## src/design/lcdnw_pkg.sv

```systemverilog
`timescale 1ns / 1ps
`default_nettype none

package lcdnw_pkg;

  // One input word: what to send to the display.
  typedef struct packed {
    logic [1:0] opcode;
    logic [7:0] byte_value;
    logic [5:0] column;
    logic       line;
  } in_word_t;

  // One output word: a pin state and how long it is held.
  typedef struct packed {
    logic       reg_select;
    logic       enable;
    logic [3:0] data_nibble;
    logic [7:0] hold_ms;
    logic       last;
  } out_word_t;

  // Opcodes of the input word.
  localparam logic [1:0] OP_CMD      = 2'd0;
  localparam logic [1:0] OP_DATA     = 2'd1;
  localparam logic [1:0] OP_CURSOR   = 2'd2;
  localparam logic [1:0] OP_POWER_UP = 2'd3;

  // Register indexes of the configuration port.
  localparam logic REG_ENABLE_HOLD   = 1'b0;
  localparam logic REG_POWER_UP_WAIT = 1'b1;

  localparam logic [7:0] ENABLE_HOLD_RESET   = 8'd2;
  localparam logic [7:0] POWER_UP_WAIT_RESET = 8'd50;

  // Microprogram geometry.
  localparam int unsigned PcW          = 4;
  localparam int unsigned NumInitCmds  = 6;
  localparam int unsigned IdxW         = $clog2(NumInitCmds);
  localparam logic [IdxW-1:0] LastIdx  = IdxW'(NumInitCmds - 1);

  // Entry points of the microprogram.
  localparam logic [PcW-1:0] PC_BYTE      = 4'd0;
  localparam logic [PcW-1:0] PC_POWER_UP  = 4'd4;
  localparam logic [PcW-1:0] PC_INIT_LOOP = 4'd5;

  typedef enum logic {
    SRC_ITEM,
    SRC_INIT
  } byte_src_e;

  typedef enum logic [1:0] {
    NIB_HI,
    NIB_LO,
    NIB_ZERO
  } nib_sel_e;

  typedef enum logic [1:0] {
    HOLD_ENABLE,
    HOLD_ZERO,
    HOLD_POWER_UP,
    HOLD_INIT
  } hold_sel_e;

  typedef enum logic [1:0] {
    FLOW_NEXT,
    FLOW_END,
    FLOW_LOOP
  } flow_e;

  // One control word of the microprogram.
  typedef struct packed {
    byte_src_e      src;
    nib_sel_e       nib;
    logic           enable;
    hold_sel_e      hold;
    flow_e          flow;
    logic [PcW-1:0] target;
  } ucode_t;

  // Control from the sequencer to the datapath for one cycle.
  typedef struct packed {
    logic            load;
    logic            fire;
    logic            last;
    ucode_t          cw;
    logic [IdxW-1:0] idx;
  } step_t;

  localparam logic [7:0] CMD_SET_DDRAM = 8'h80;

  // Control store. A byte write is four steps; the power-up program
  // emits one idle state and then loops over the init command table.
  function automatic ucode_t ucode_rom(logic [PcW-1:0] pc);
    ucode_t w;
    w = '{src: SRC_ITEM, nib: NIB_ZERO, enable: 1'b0, hold: HOLD_ZERO,
          flow: FLOW_END, target: PC_BYTE};
    case (pc)
      4'd0: w = '{SRC_ITEM, NIB_HI,   1'b1, HOLD_ENABLE,   FLOW_NEXT, PC_BYTE};
      4'd1: w = '{SRC_ITEM, NIB_HI,   1'b0, HOLD_ZERO,     FLOW_NEXT, PC_BYTE};
      4'd2: w = '{SRC_ITEM, NIB_LO,   1'b1, HOLD_ENABLE,   FLOW_NEXT, PC_BYTE};
      4'd3: w = '{SRC_ITEM, NIB_LO,   1'b0, HOLD_ZERO,     FLOW_END,  PC_BYTE};
      4'd4: w = '{SRC_ITEM, NIB_ZERO, 1'b0, HOLD_POWER_UP, FLOW_NEXT, PC_BYTE};
      4'd5: w = '{SRC_INIT, NIB_HI,   1'b1, HOLD_ENABLE,   FLOW_NEXT, PC_BYTE};
      4'd6: w = '{SRC_INIT, NIB_HI,   1'b0, HOLD_ZERO,     FLOW_NEXT, PC_BYTE};
      4'd7: w = '{SRC_INIT, NIB_LO,   1'b1, HOLD_ENABLE,   FLOW_NEXT, PC_BYTE};
      4'd8: w = '{SRC_INIT, NIB_LO,   1'b0, HOLD_INIT,     FLOW_LOOP, PC_INIT_LOOP};
      default: w = '{SRC_ITEM, NIB_ZERO, 1'b0, HOLD_ZERO,  FLOW_END,  PC_BYTE};
    endcase
    return w;
  endfunction

  // Power-up command bytes.
  function automatic logic [7:0] init_cmd(logic [IdxW-1:0] idx);
    logic [7:0] b;
    case (idx)
      3'd0:    b = 8'h02;
      3'd1:    b = 8'h28;
      3'd2:    b = 8'h0C;
      3'd3:    b = 8'h01;
      3'd4:    b = 8'h06;
      3'd5:    b = 8'h80;
      default: b = 8'h00;
    endcase
    return b;
  endfunction

  // Wait in ms after each power-up command.
  function automatic logic [7:0] init_wait(logic [IdxW-1:0] idx);
    logic [7:0] w;
    case (idx)
      3'd0:    w = 8'd1;
      3'd1:    w = 8'd1;
      3'd2:    w = 8'd1;
      3'd3:    w = 8'd20;
      default: w = 8'd0;
    endcase
    return w;
  endfunction

endpackage

`default_nettype wire

```

## src/design/lcdnw_useq.sv

```systemverilog
`timescale 1ns / 1ps
`default_nettype none

module lcdnw_useq
  import lcdnw_pkg::*;
(
  input  logic       clk_i,
  input  logic       rst_ni,
  input  logic       in_valid_i,
  input  logic [1:0] opcode_i,
  input  logic       out_free_i,
  output logic       in_stall_o,
  output step_t      step_o
);

  logic            busy_q, busy_d;
  logic [PcW-1:0]  pc_q, pc_d;
  logic [IdxW-1:0] idx_q, idx_d;
  ucode_t          cw;
  logic            fire;
  logic            last;
  logic            accept;

  // Fetch the current control word and decide whether it ends the program.
  assign cw   = ucode_rom(pc_q);
  assign last = (cw.flow == FLOW_END) || ((cw.flow == FLOW_LOOP) && (idx_q == LastIdx));
  assign fire = busy_q && out_free_i;

  // A new word is taken when idle or in the cycle the final step issues.
  assign in_stall_o = busy_q && !(fire && last);
  assign accept     = in_valid_i && !in_stall_o;

  // Step counter and loop counter.
  always_comb begin
    busy_d = busy_q;
    pc_d   = pc_q;
    idx_d  = idx_q;
    if (fire) begin
      if (last) begin
        busy_d = 1'b0;
      end else begin
        case (cw.flow)
          FLOW_NEXT: begin
            pc_d = pc_q + 1'b1;
          end
          FLOW_LOOP: begin
            pc_d  = cw.target;
            idx_d = idx_q + 1'b1;
          end
          default: begin
            busy_d = 1'b0;
          end
        endcase
      end
    end
    if (accept) begin
      busy_d = 1'b1;
      pc_d   = (opcode_i == OP_POWER_UP) ? PC_POWER_UP : PC_BYTE;
      idx_d  = '0;
    end
  end

  always_ff @(posedge clk_i or negedge rst_ni) begin
    if (!rst_ni) begin
      busy_q <= 1'b0;
      pc_q   <= PC_BYTE;
      idx_q  <= '0;
    end else begin
      busy_q <= busy_d;
      pc_q   <= pc_d;
      idx_q  <= idx_d;
    end
  end

  assign step_o = '{load: accept, fire: fire, last: last, cw: cw, idx: idx_q};

endmodule

`default_nettype wire

```

## src/design/lcdnw_dpath.sv

```systemverilog
`timescale 1ns / 1ps
`default_nettype none

module lcdnw_dpath
  import lcdnw_pkg::*;
(
  input  logic      clk_i,
  input  logic      rst_ni,
  input  in_word_t  in_data_i,
  input  step_t     step_i,
  input  logic [7:0] enable_hold_ms_i,
  input  logic [7:0] power_up_wait_ms_i,
  input  logic      out_stall_i,
  output logic      out_free_o,
  output logic      out_valid_o,
  output out_word_t out_data_o
);

  logic [7:0] byte_q;
  logic       rs_q;
  logic [7:0] cur_byte;
  logic       cur_rs;
  logic [3:0] nibble;
  logic [7:0] hold;
  out_word_t  word;
  logic       out_valid_q;
  out_word_t  out_data_q;

  // Capture the byte to send; a cursor move is 0x80 plus the address.
  always_ff @(posedge clk_i) begin
    if (step_i.load) begin
      if (in_data_i.opcode == OP_CURSOR) begin
        byte_q <= CMD_SET_DDRAM | {1'b0, in_data_i.line, in_data_i.column};
      end else begin
        byte_q <= in_data_i.byte_value;
      end
      rs_q <= (in_data_i.opcode == OP_DATA);
    end
  end

  // Byte source: the captured word or the power-up table.
  assign cur_byte = (step_i.cw.src == SRC_INIT) ? init_cmd(step_i.idx) : byte_q;
  assign cur_rs   = (step_i.cw.src == SRC_INIT) ? 1'b0 : rs_q;

  // Nibble and hold time selection from the control word.
  always_comb begin
    case (step_i.cw.nib)
      NIB_HI:  nibble = cur_byte[7:4];
      NIB_LO:  nibble = cur_byte[3:0];
      default: nibble = 4'h0;
    endcase
    case (step_i.cw.hold)
      HOLD_ENABLE:   hold = enable_hold_ms_i;
      HOLD_POWER_UP: hold = power_up_wait_ms_i;
      HOLD_INIT:     hold = init_wait(step_i.idx);
      default:       hold = 8'd0;
    endcase
  end

  assign word = '{reg_select: cur_rs & (step_i.cw.nib != NIB_ZERO),
                  enable: step_i.cw.enable, data_nibble: nibble,
                  hold_ms: hold, last: step_i.last};

  // Output register: free when empty or when its word is taken.
  assign out_free_o = !out_valid_q || !out_stall_i;

  always_ff @(posedge clk_i or negedge rst_ni) begin
    if (!rst_ni) begin
      out_valid_q <= 1'b0;
    end else if (step_i.fire) begin
      out_valid_q <= 1'b1;
    end else if (!out_stall_i) begin
      out_valid_q <= 1'b0;
    end
  end

  always_ff @(posedge clk_i) begin
    if (step_i.fire) begin
      out_data_q <= word;
    end
  end

  assign out_valid_o = out_valid_q;
  assign out_data_o  = out_data_q;

endmodule

`default_nettype wire

```

## src/design/char_lcd_nibble_write_sequencer.sv

```systemverilog
// Character LCD write sequencer for a controller on a 4-bit data bus.
// The input channel takes one word per operation: a command byte, a data
// byte, a cursor move (column and line) or the power-up sequence. The output
// channel gives one word per pin state: register select, enable, the four
// data pins and the time in ms the state is to be held; last marks the final
// state of an operation. Byte operations give four words, power-up gives 25.
// A small microprogram in a read-only control store walks the steps; the
// power-up commands come from a table stepped by a loop counter.
// After acceptance the step counter is loaded, and the first output word is
// then captured in the output register. One output word is issued per cycle
// while the receiver keeps stall low; the next input word is accepted in the
// cycle the final step issues. A stall on the output holds the output
// register and freezes the step counter. The APB port sets the enable hold
// (address 0) and the power-up wait (address 4); write them only while idle.
// Reset returns the sequencer to idle and the registers to 2 ms and 50 ms.
`timescale 1ns / 1ps
`default_nettype none

module char_lcd_nibble_write_sequencer
  import lcdnw_pkg::*;
(
  input  logic        clk_i,
  input  logic        rst_ni,
  input  logic        in_valid_i,
  output logic        in_stall_o,
  input  in_word_t    in_data_i,
  output logic        out_valid_o,
  input  logic        out_stall_i,
  output out_word_t   out_data_o,
  input  logic        psel,
  input  logic        penable,
  input  logic        pwrite,
  input  logic [2:0]  paddr,
  input  logic [31:0] pwdata,
  output logic [31:0] prdata,
  output logic        pready
);

  logic [7:0] enable_hold_q;
  logic [7:0] power_up_wait_q;
  logic       cfg_write;
  logic       out_free;
  step_t      step;

  // Configuration registers.
  assign pready    = 1'b1;
  assign cfg_write = psel && penable && pwrite && pready;

  always_ff @(posedge clk_i or negedge rst_ni) begin
    if (!rst_ni) begin
      enable_hold_q   <= ENABLE_HOLD_RESET;
      power_up_wait_q <= POWER_UP_WAIT_RESET;
    end else if (cfg_write) begin
      if (paddr[2] == REG_ENABLE_HOLD) begin
        enable_hold_q <= pwdata[7:0];
      end else begin
        power_up_wait_q <= pwdata[7:0];
      end
    end
  end

  assign prdata = (paddr[2] == REG_POWER_UP_WAIT) ? {24'd0, power_up_wait_q}
                                                  : {24'd0, enable_hold_q};

  lcdnw_useq u_useq (
    .clk_i      (clk_i),
    .rst_ni     (rst_ni),
    .in_valid_i (in_valid_i),
    .opcode_i   (in_data_i.opcode),
    .out_free_i (out_free),
    .in_stall_o (in_stall_o),
    .step_o     (step)
  );

  lcdnw_dpath u_dpath (
    .clk_i              (clk_i),
    .rst_ni             (rst_ni),
    .in_data_i          (in_data_i),
    .step_i             (step),
    .enable_hold_ms_i   (enable_hold_q),
    .power_up_wait_ms_i (power_up_wait_q),
    .out_stall_i        (out_stall_i),
    .out_free_o         (out_free),
    .out_valid_o        (out_valid_o),
    .out_data_o         (out_data_o)
  );

endmodule

`default_nettype wire
```

## config.mk

```make
export PLATFORM = sky130hd
export DESIGN_NAME = char_lcd_nibble_write_sequencer
export DESIGN_NICKNAME = d
export VERILOG_FILES = /design/src/design/lcdnw_pkg.sv /design/src/design/lcdnw_useq.sv /design/src/design/lcdnw_dpath.sv /design/src/design/char_lcd_nibble_write_sequencer.sv
export SDC_FILE = /design/constraint.sdc
export NUM_CORES = 1
export LEC_CHECK = 0
export BUFFER_PORTS_ARGS = -buffer_cell sky130_fd_sc_hd__buf_4
export CAP_MARGIN = 20
export CORE_MARGIN = 4
export CORE_UTILIZATION = 30
export CTS_CLUSTER_DIAMETER = 100
export DETAILED_ROUTE_END_ITERATION = 16
export GPL_TIMING_DRIVEN = 0
export MAX_ROUTING_LAYER = met4
export PLACE_DENSITY = 0.63
export SLEW_MARGIN = 20
export SYNTH_ARGS = -nofsm -noshare
export SYNTH_HDL_FRONTEND = slang
export SYNTH_SLANG_ARGS = --single-unit
```

## constraint.sdc

```tcl
create_clock -name clk_i -period 3.7 [get_ports clk_i]
set_input_delay 0.37 -clock clk_i [delete_from_list [all_inputs] [get_ports clk_i]]
set_output_delay 0.37 -clock clk_i [all_outputs]
set_load 0.03 [all_outputs]
```

=== Yosys cells after proc, flatten, opt, wreduce, memory -nomap -nowiden ===
Memories as Yosys holds them, arrays and structs flattened.
Cells that the tools add are included.

* Add/sub/neg operators: 2
* Eq/ne operators: 17
* Multiplexer cells: 23
* Bitwise logic cells: 2
* Reduce and logical (&&, ||, !) cells: 27

{| class="wikitable"
|+ Operators by type and width
! kind !! number
|-
| one-hot mux 8 bit (6 select lines) || 1
|-
| one-hot mux 8 bit (3 select lines) || 1
|-
| 2-to-1 mux 8 bit || 2
|-
| one-hot mux 4 bit (2 select lines) || 2
|-
| 2-to-1 mux 3 bit || 5
|-
| 2-to-1 mux 4 bit || 3
|-
| == test 2 bit (second input constant) || 5
|-
| one-hot mux 5 bit (2 select lines) || 1
|-
| logical AND 1 bit || 7
|-
| 2-to-1 mux 1 bit || 7
|-
| 2-to-1 mux 7 bit || 1
|-
| == test 2 x 1 -> 1 bit (second input constant) || 3
|-
| == test 3 x 2 -> 1 bit (second input constant) || 2
|-
| == test 3 bit (second input constant) || 2
|-
| logical NOT 2 bit || 3
|-
| AND reduction 2 bit || 3
|-
| AND reduction 3 bit || 2
|-
| adder 4 x 1 -> 4 bit (second input constant) || 1
|-
| logical NOT 1 bit || 4
|-
| != test 2 bit (second input constant) || 2
|-
| nonzero test 2 bit || 2
|-
| adder 3 x 1 -> 3 bit (second input constant) || 1
|-
| == test 3 x 1 -> 1 bit (second input constant) || 1
|-
| logical NOT 3 bit || 1
|-
| other kinds (8) || 9
|}

* Flip-flop bits (word level): 49
* ROM bits: 160
* Input bits: 59
* Output and inout port bits: 50
* Logic and storage cells: 86
* Memories: 1

{| class="wikitable"
|+ Memory list
! memory !! words !! width !! read ports !! clocked after memory_dff !! write ports !! RTL line !! RTL
|-
| (name not given) || 16 || 10 || 1 || 0 || 0 || lcdnw_pkg.sv:98 || <nowiki>case (pc)</nowiki>
|}

=== Depth between registers and ports, before layout ===
An unclocked memory read counts as a cell.

* Word-level depth: 11
* Gate-level depth with buffers: 9
* Mapped depth without buffers: 6

=== By module ===
From an unflattened synthesis, not the netlist that was laid out.

* Cells, all modules: 242
* Area, all modules: 2851.5 um2

{| class="wikitable"
|+ By module, submodules not included
! module !! instances !! cells an instance !! area each (um2) !! seq. area each (um2)
|-
| lcdnw_dpath || 1 || 88 || 1191.1 || 745.7
|-
| char_lcd_nibble_write_sequencer || 1 || 70 || 927.1 || 405.4
|-
| lcdnw_useq || 1 || 84 || 733.2 || 200.2
|}

=== Least setup slack after synthesis ===
OpenSTA, ideal clock, no wires.

* Kind: reg2reg
* Start point: register u_dpath.out_valid_q (netlist: u_dpath.out_valid_o)
* End point: register u_useq.pc_q[0]
* Arrival time: 2563 ps
* Data required time: 3559 ps
* Path slack: 996 ps
* Cell stages (with the launch flop): 5
* Buffers on the path: 0
* Clock period less this slack: 2704 ps
* Path through: dfrtp_1 a21boi_0 o211ai_1 nor3_1 a211oi_1

{| class="wikitable"
|+ RTL lines
! element !! RTL line !! RTL
|-
| start: declaration || lcdnw_dpath.sv:26 || <nowiki>logic out_valid_q;</nowiki>
|-
| start signal: assignment || lcdnw_dpath.sv:69 || <nowiki>out_valid_q <= 1'b0;</nowiki>
|-
| start signal: assignment || lcdnw_dpath.sv:71 || <nowiki>out_valid_q <= 1'b1;</nowiki>
|-
| start signal: assignment || lcdnw_dpath.sv:73 || <nowiki>out_valid_q <= 1'b0;</nowiki>
|-
| end signal: assignment || lcdnw_useq.sv:70 || <nowiki>pc_q <= pc_d;</nowiki>
|-
| end: declaration || lcdnw_useq.sv:17 || <nowiki>logic [PcW-1:0] pc_q, pc_d;</nowiki>
|}

=== Worst setup path after layout ===
* Start point: register u_useq.pc_q[0]
* End point: output in_stall_o

* Word-level cells in the longest chain between the ends: 7

{| class="wikitable"
|+ RTL lines
! element !! RTL line !! RTL
|-
| memory read (16 x 10 bit) (*) || n/a ||
|-
| == test 2 bit || lcdnw_useq.sv:26 || <nowiki>assign last = (cw.flow == FLOW_END) || ((cw.flow == FLOW_LOOP) && (idx_q == LastIdx));</nowiki>
|-
| logical AND 1 bit || lcdnw_useq.sv:26 ||
|-
| logical OR 1 bit (*) || lcdnw_useq.sv:26 ||
|-
| logical AND 1 bit (*) || lcdnw_useq.sv:30 || <nowiki>assign in_stall_o = busy_q && !(fire && last);</nowiki>
|-
| logical NOT 1 bit (*) || lcdnw_useq.sv:30 ||
|-
| logical AND 1 bit (*) || lcdnw_useq.sv:30 ||
|-
| end: declaration || char_lcd_nibble_write_sequencer.sv:25 || <nowiki>output logic in_stall_o,</nowiki>
|}

Mark *: on every way between the ends. The rest lies on a longest branch, timed or not.

==> results.md <==
- Clk_lat worst skew: between 0.3 and 0.4 ns
- Dpl hpwl: 4.334 mm
- Yosys top cell by area: edfxtp_1
- RR Startpoint: u_useq.pc_q[0]
- EDFF count, synth: 24
- Place WS: between 1 and 1.5 ns
- Worst reg2reg setup slack: 1.43 ns
- Post-Synthesis Cell Area: around 0.0027 mm2
- Max-slew violations: 0
- Number of global-route vias before repair: 1852
- Worst hold path type: input port to flop
- Max_slew headroom: about two fifths
- Area grow syn2layout: 28.50%
- Pwr Density: about 700 mW/mm2
- Top post-synthesis cells by area: edfxtp_1, dfrtp_1, mux2_2
- Max Fclk: between 400 and 500 MHz
- Clock skew: about 0.012 ns
- Die area: ~0.011 mm2
- WP data arrival: 2.10 ns
- ANT nets after route: 0
- CTS tree: done
- Vias per inst: between 4 and 5
- Max rail drop VDD: 0.0001755 V
- Fin crit period: between 2 and 2.5 ns
- CP max stage delay: approximately 0.44 ns
- Post-Synthesis Cells: 227
- CTS clk-pin slew, worst paths: 0.09 ns
- Clock buffer depth: 2
- Initial antenna violation count: 0
- Initial DRC count: 60
- CP max stage cell: dfrtp_1
- Clk sinks: slightly below 50
- Top post-synthesis cells by count: mux2_2, buf_4, edfxtp_1, dfrtp_1, nor2_1
- Drt wl/cell: ~14 um
- Post-Layout Cell Count: roughly 420
- CTS buffer count: 5
- # diodes: 0
- Placed cells: around 420
- Unrepaired setup endpoints after global routing: false
- Netlist cell types: 46
- Part of the power in registers: between 30% and 40%
- CP Capture Type: primary output
- CP required: approximately 3.3 ns
- Sequential share of the synthesized area: 50.05%
- Critical path startpoint category: flop
- Final setup violation count: 0
- Post-CTS setup buffer count: 0
- Number of synthesized register bits: just under 50
- Clock share of power: 14.7%
- Die width: approximately 100 um
- GPL Wtd Cong: between 0.8 and 0.9
- R2R cell count: 8
- H-tree depth: 2
- Final nets: 383
- Status: finished clean
- Largest net degree at the start of global routing: 26
- Worst reg2reg path endpoint: u_dpath.byte_q[1]
- Root Buffer Master: clkbuf_8
- Rows: 34
- Post-route cell area: ~0.0035 mm2
- Leakage power: between 0.0015 and 0.002 uW
- MaxCap Viol Count: 0
- Global-route wire length before repair: 9.121 mm
- Area share of the largest cell type after synthesis: 26.69%
- FFs w/ async S/R, synth: 51.02%
- Main synth FF type: edfxtp_1
- Starting density of the core: between 30% and 40%
- Tcrit/Tclk final: roughly two thirds
- Die Y: roughly 100 um
- Final WL: 5.864 mm
- Adder-Cell Fraction of Synth Area: around 4.2%
- Most numerous cell in the Yosys netlist: mux2_2
- Synth Warn #: 0
- Gr usage total: around 12%
- Core ar.: a little under 0.009 mm2
- Layout cell share with drive strength beyond 1: between 40% and 50%
- P_sw: roughly 980 uW
- Port Buf Inserts: 56
- DP Area: roughly 0.0034 mm2
- Layout fillers: between 800 and 900
- Critical-path cell list: inv_1 -> ha_1 -> buf_2 -> and3b_1 -> buf_6 -> a311o_1 -> buf_4
- TritonRoute pass-1 iters: 4
- Sw Share: 40.24%
- Multiplexer area fraction after synthesis: 15.89%
- Vias: approximately 1900
- XOR/XNOR Fraction of Synth Area: less than 1%
- Crit. Startpoint: u_useq.pc_q[0]
- Cell-internal power: between 1000 and 1500 uW
- Worst Setup EP: in_stall_o
- CP max FO: 9
- Tightest Pin Transition: slightly below 0.9 ns
- Main combinational cell family by area after synthesis: multiplexers
- Final Hold Viols: 0
- Compound-gate portion of the synthesized area: 8.943%
- Post-Synth Simple-Gate Area: 10.10%
- Final WS setup: between 1 and 1.5 ns
- GRT Residual Overflow: 0
- DRC: 0
- Fin Setup TNS: 0 ns
- Crit Path Category: flop to primary output
- Boundary Pins: ~110
- Syn avg cell area: around 12 um2
- Comb power frac: slightly below 50%
[area by class of cell]
type / count / area [um2] / area share [%]
flip-flops and latches: 49 / 1351 / 38.95
clock inverters: 1 / 5.005 / 0.1442
inverters: 8 / 30.03 / 0.8655
clock buffers: 7 / 97.59 / 2.813
multi-input cells: 159 / 1171 / 33.75
repair buffers: 58 / 441.7 / 12.73
plain buffers: 34 / 237.7 / 6.852
well taps: 108 / 135.1 / 3.895
[per-layer routing]
layer	vias to the layer above	GRT usage [%]	share of wire [%]
li1	938	-	-
met1	913	13.73	41
met2	47	19.27	53
met3	8	2.030	4.4
met4	0	5.080	2.0
met5	-	-	0
[sequential cells by signal, indices dropped and copies added (netlist names)]
register,count
u_dpath.out_data_o,15
enable_hold_q,8
power_up_wait_q,8
u_dpath.byte_q,8
u_useq.pc_q,4
u_useq.idx_q,3
u_dpath.out_valid_o,1
u_dpath.rs_q,1
u_useq.busy_q,1
[cell families after synthesis]
kind of cell | after synthesis
buf+inv | 42
other cells | 2
mux | 39
flops | 49
fa+ha+maj | 9
xor+xnor | 2
compound gates | 34
simple gates | 50
[repair_timing]
action | 4_1_cts | 5_1_grt
resized for setup | 0 | 0
endpoints found under the hold margin | 21 | 0
hold buffers | 1 | 0
[power groups by stage]
stage / Clock, uW / Sequential (uW) / Combinational, uW
4_1_cts: 367 / 898 / 1200
5_1_grt: 393 / 919 / 1300
6_report: 359 / 898 / 1190
3_5_place_dp: 0 / 910 / 1200
2_1_floorplan: 0 / 1050 / 693
3_3_place_gp: 0 / 908 / 1170
[cells in the final DEF (no fill, tap or decap), types with 2 or more instances in the layout]
cell type / instances
buf_4: 82
mux2_2: 31
conb_1: 25
edfxtp_1: 24
dfrtp_1: 21
nor2_1: 14
ha_1: 9
inv_1: 8
a21oi_1: 8
nand2_1: 8
mux2i_1: 8
nor2b_1: 6
a22o_1: 5
clkbuf_8: 5
clkbuf_1: 4
o21ai_0: 4
nor3_1: 4
dfstp_2: 4
or2_2: 3
buf_2: 3
a221o_1: 3
and3b_1: 2
buf_6: 2
o2bb2ai_1: 2
nor3b_1: 2
o22ai_1: 2
o211ai_1: 2
nand3_1: 2
[worst max-delay path, delay by kind of cell (launching register included)]
kind / cells / cell delay (ns)
fa+ha+maj: 1 / 0.20
flops: 1 / 0.44
buf+inv: 4 / 0.59
compound gates: 1 / 0.35
simple gates: 1 / 0.20
[per-stage QoR]
step | power, uW | utilization (%) | hold WS, ns
after floorplan | 1743 | - | 0.07441
after global placement | 2082 | 38.32 | 0.2975
after detailed placement | 2105 | 38.49 | 0.3015
after CTS | 2466 | 39.78 | 0.2754
after global routing | 2613 | 39.78 | 0.2798
final | 2445 | 39.78 | 0.2833
[worst min path at each step]
stage | start | depth (start not counted) | to | slack [ns]
after floorplan | rst_ni | 0 | enable_hold_q[0] | 0.07
after global placement | rst_ni | 1 | enable_hold_q[5] | 0.30
after detailed placement | rst_ni | 1 | enable_hold_q[5] | 0.30
after CTS | in_valid_i | 2 | u_useq.busy_q | 0.28
after global routing | pwdata[0] | 2 | power_up_wait_q[0] | 0.28
final | in_valid_i | 2 | u_useq.busy_q | 0.28
No activity file was read; power rests on OpenSTA's default activity.
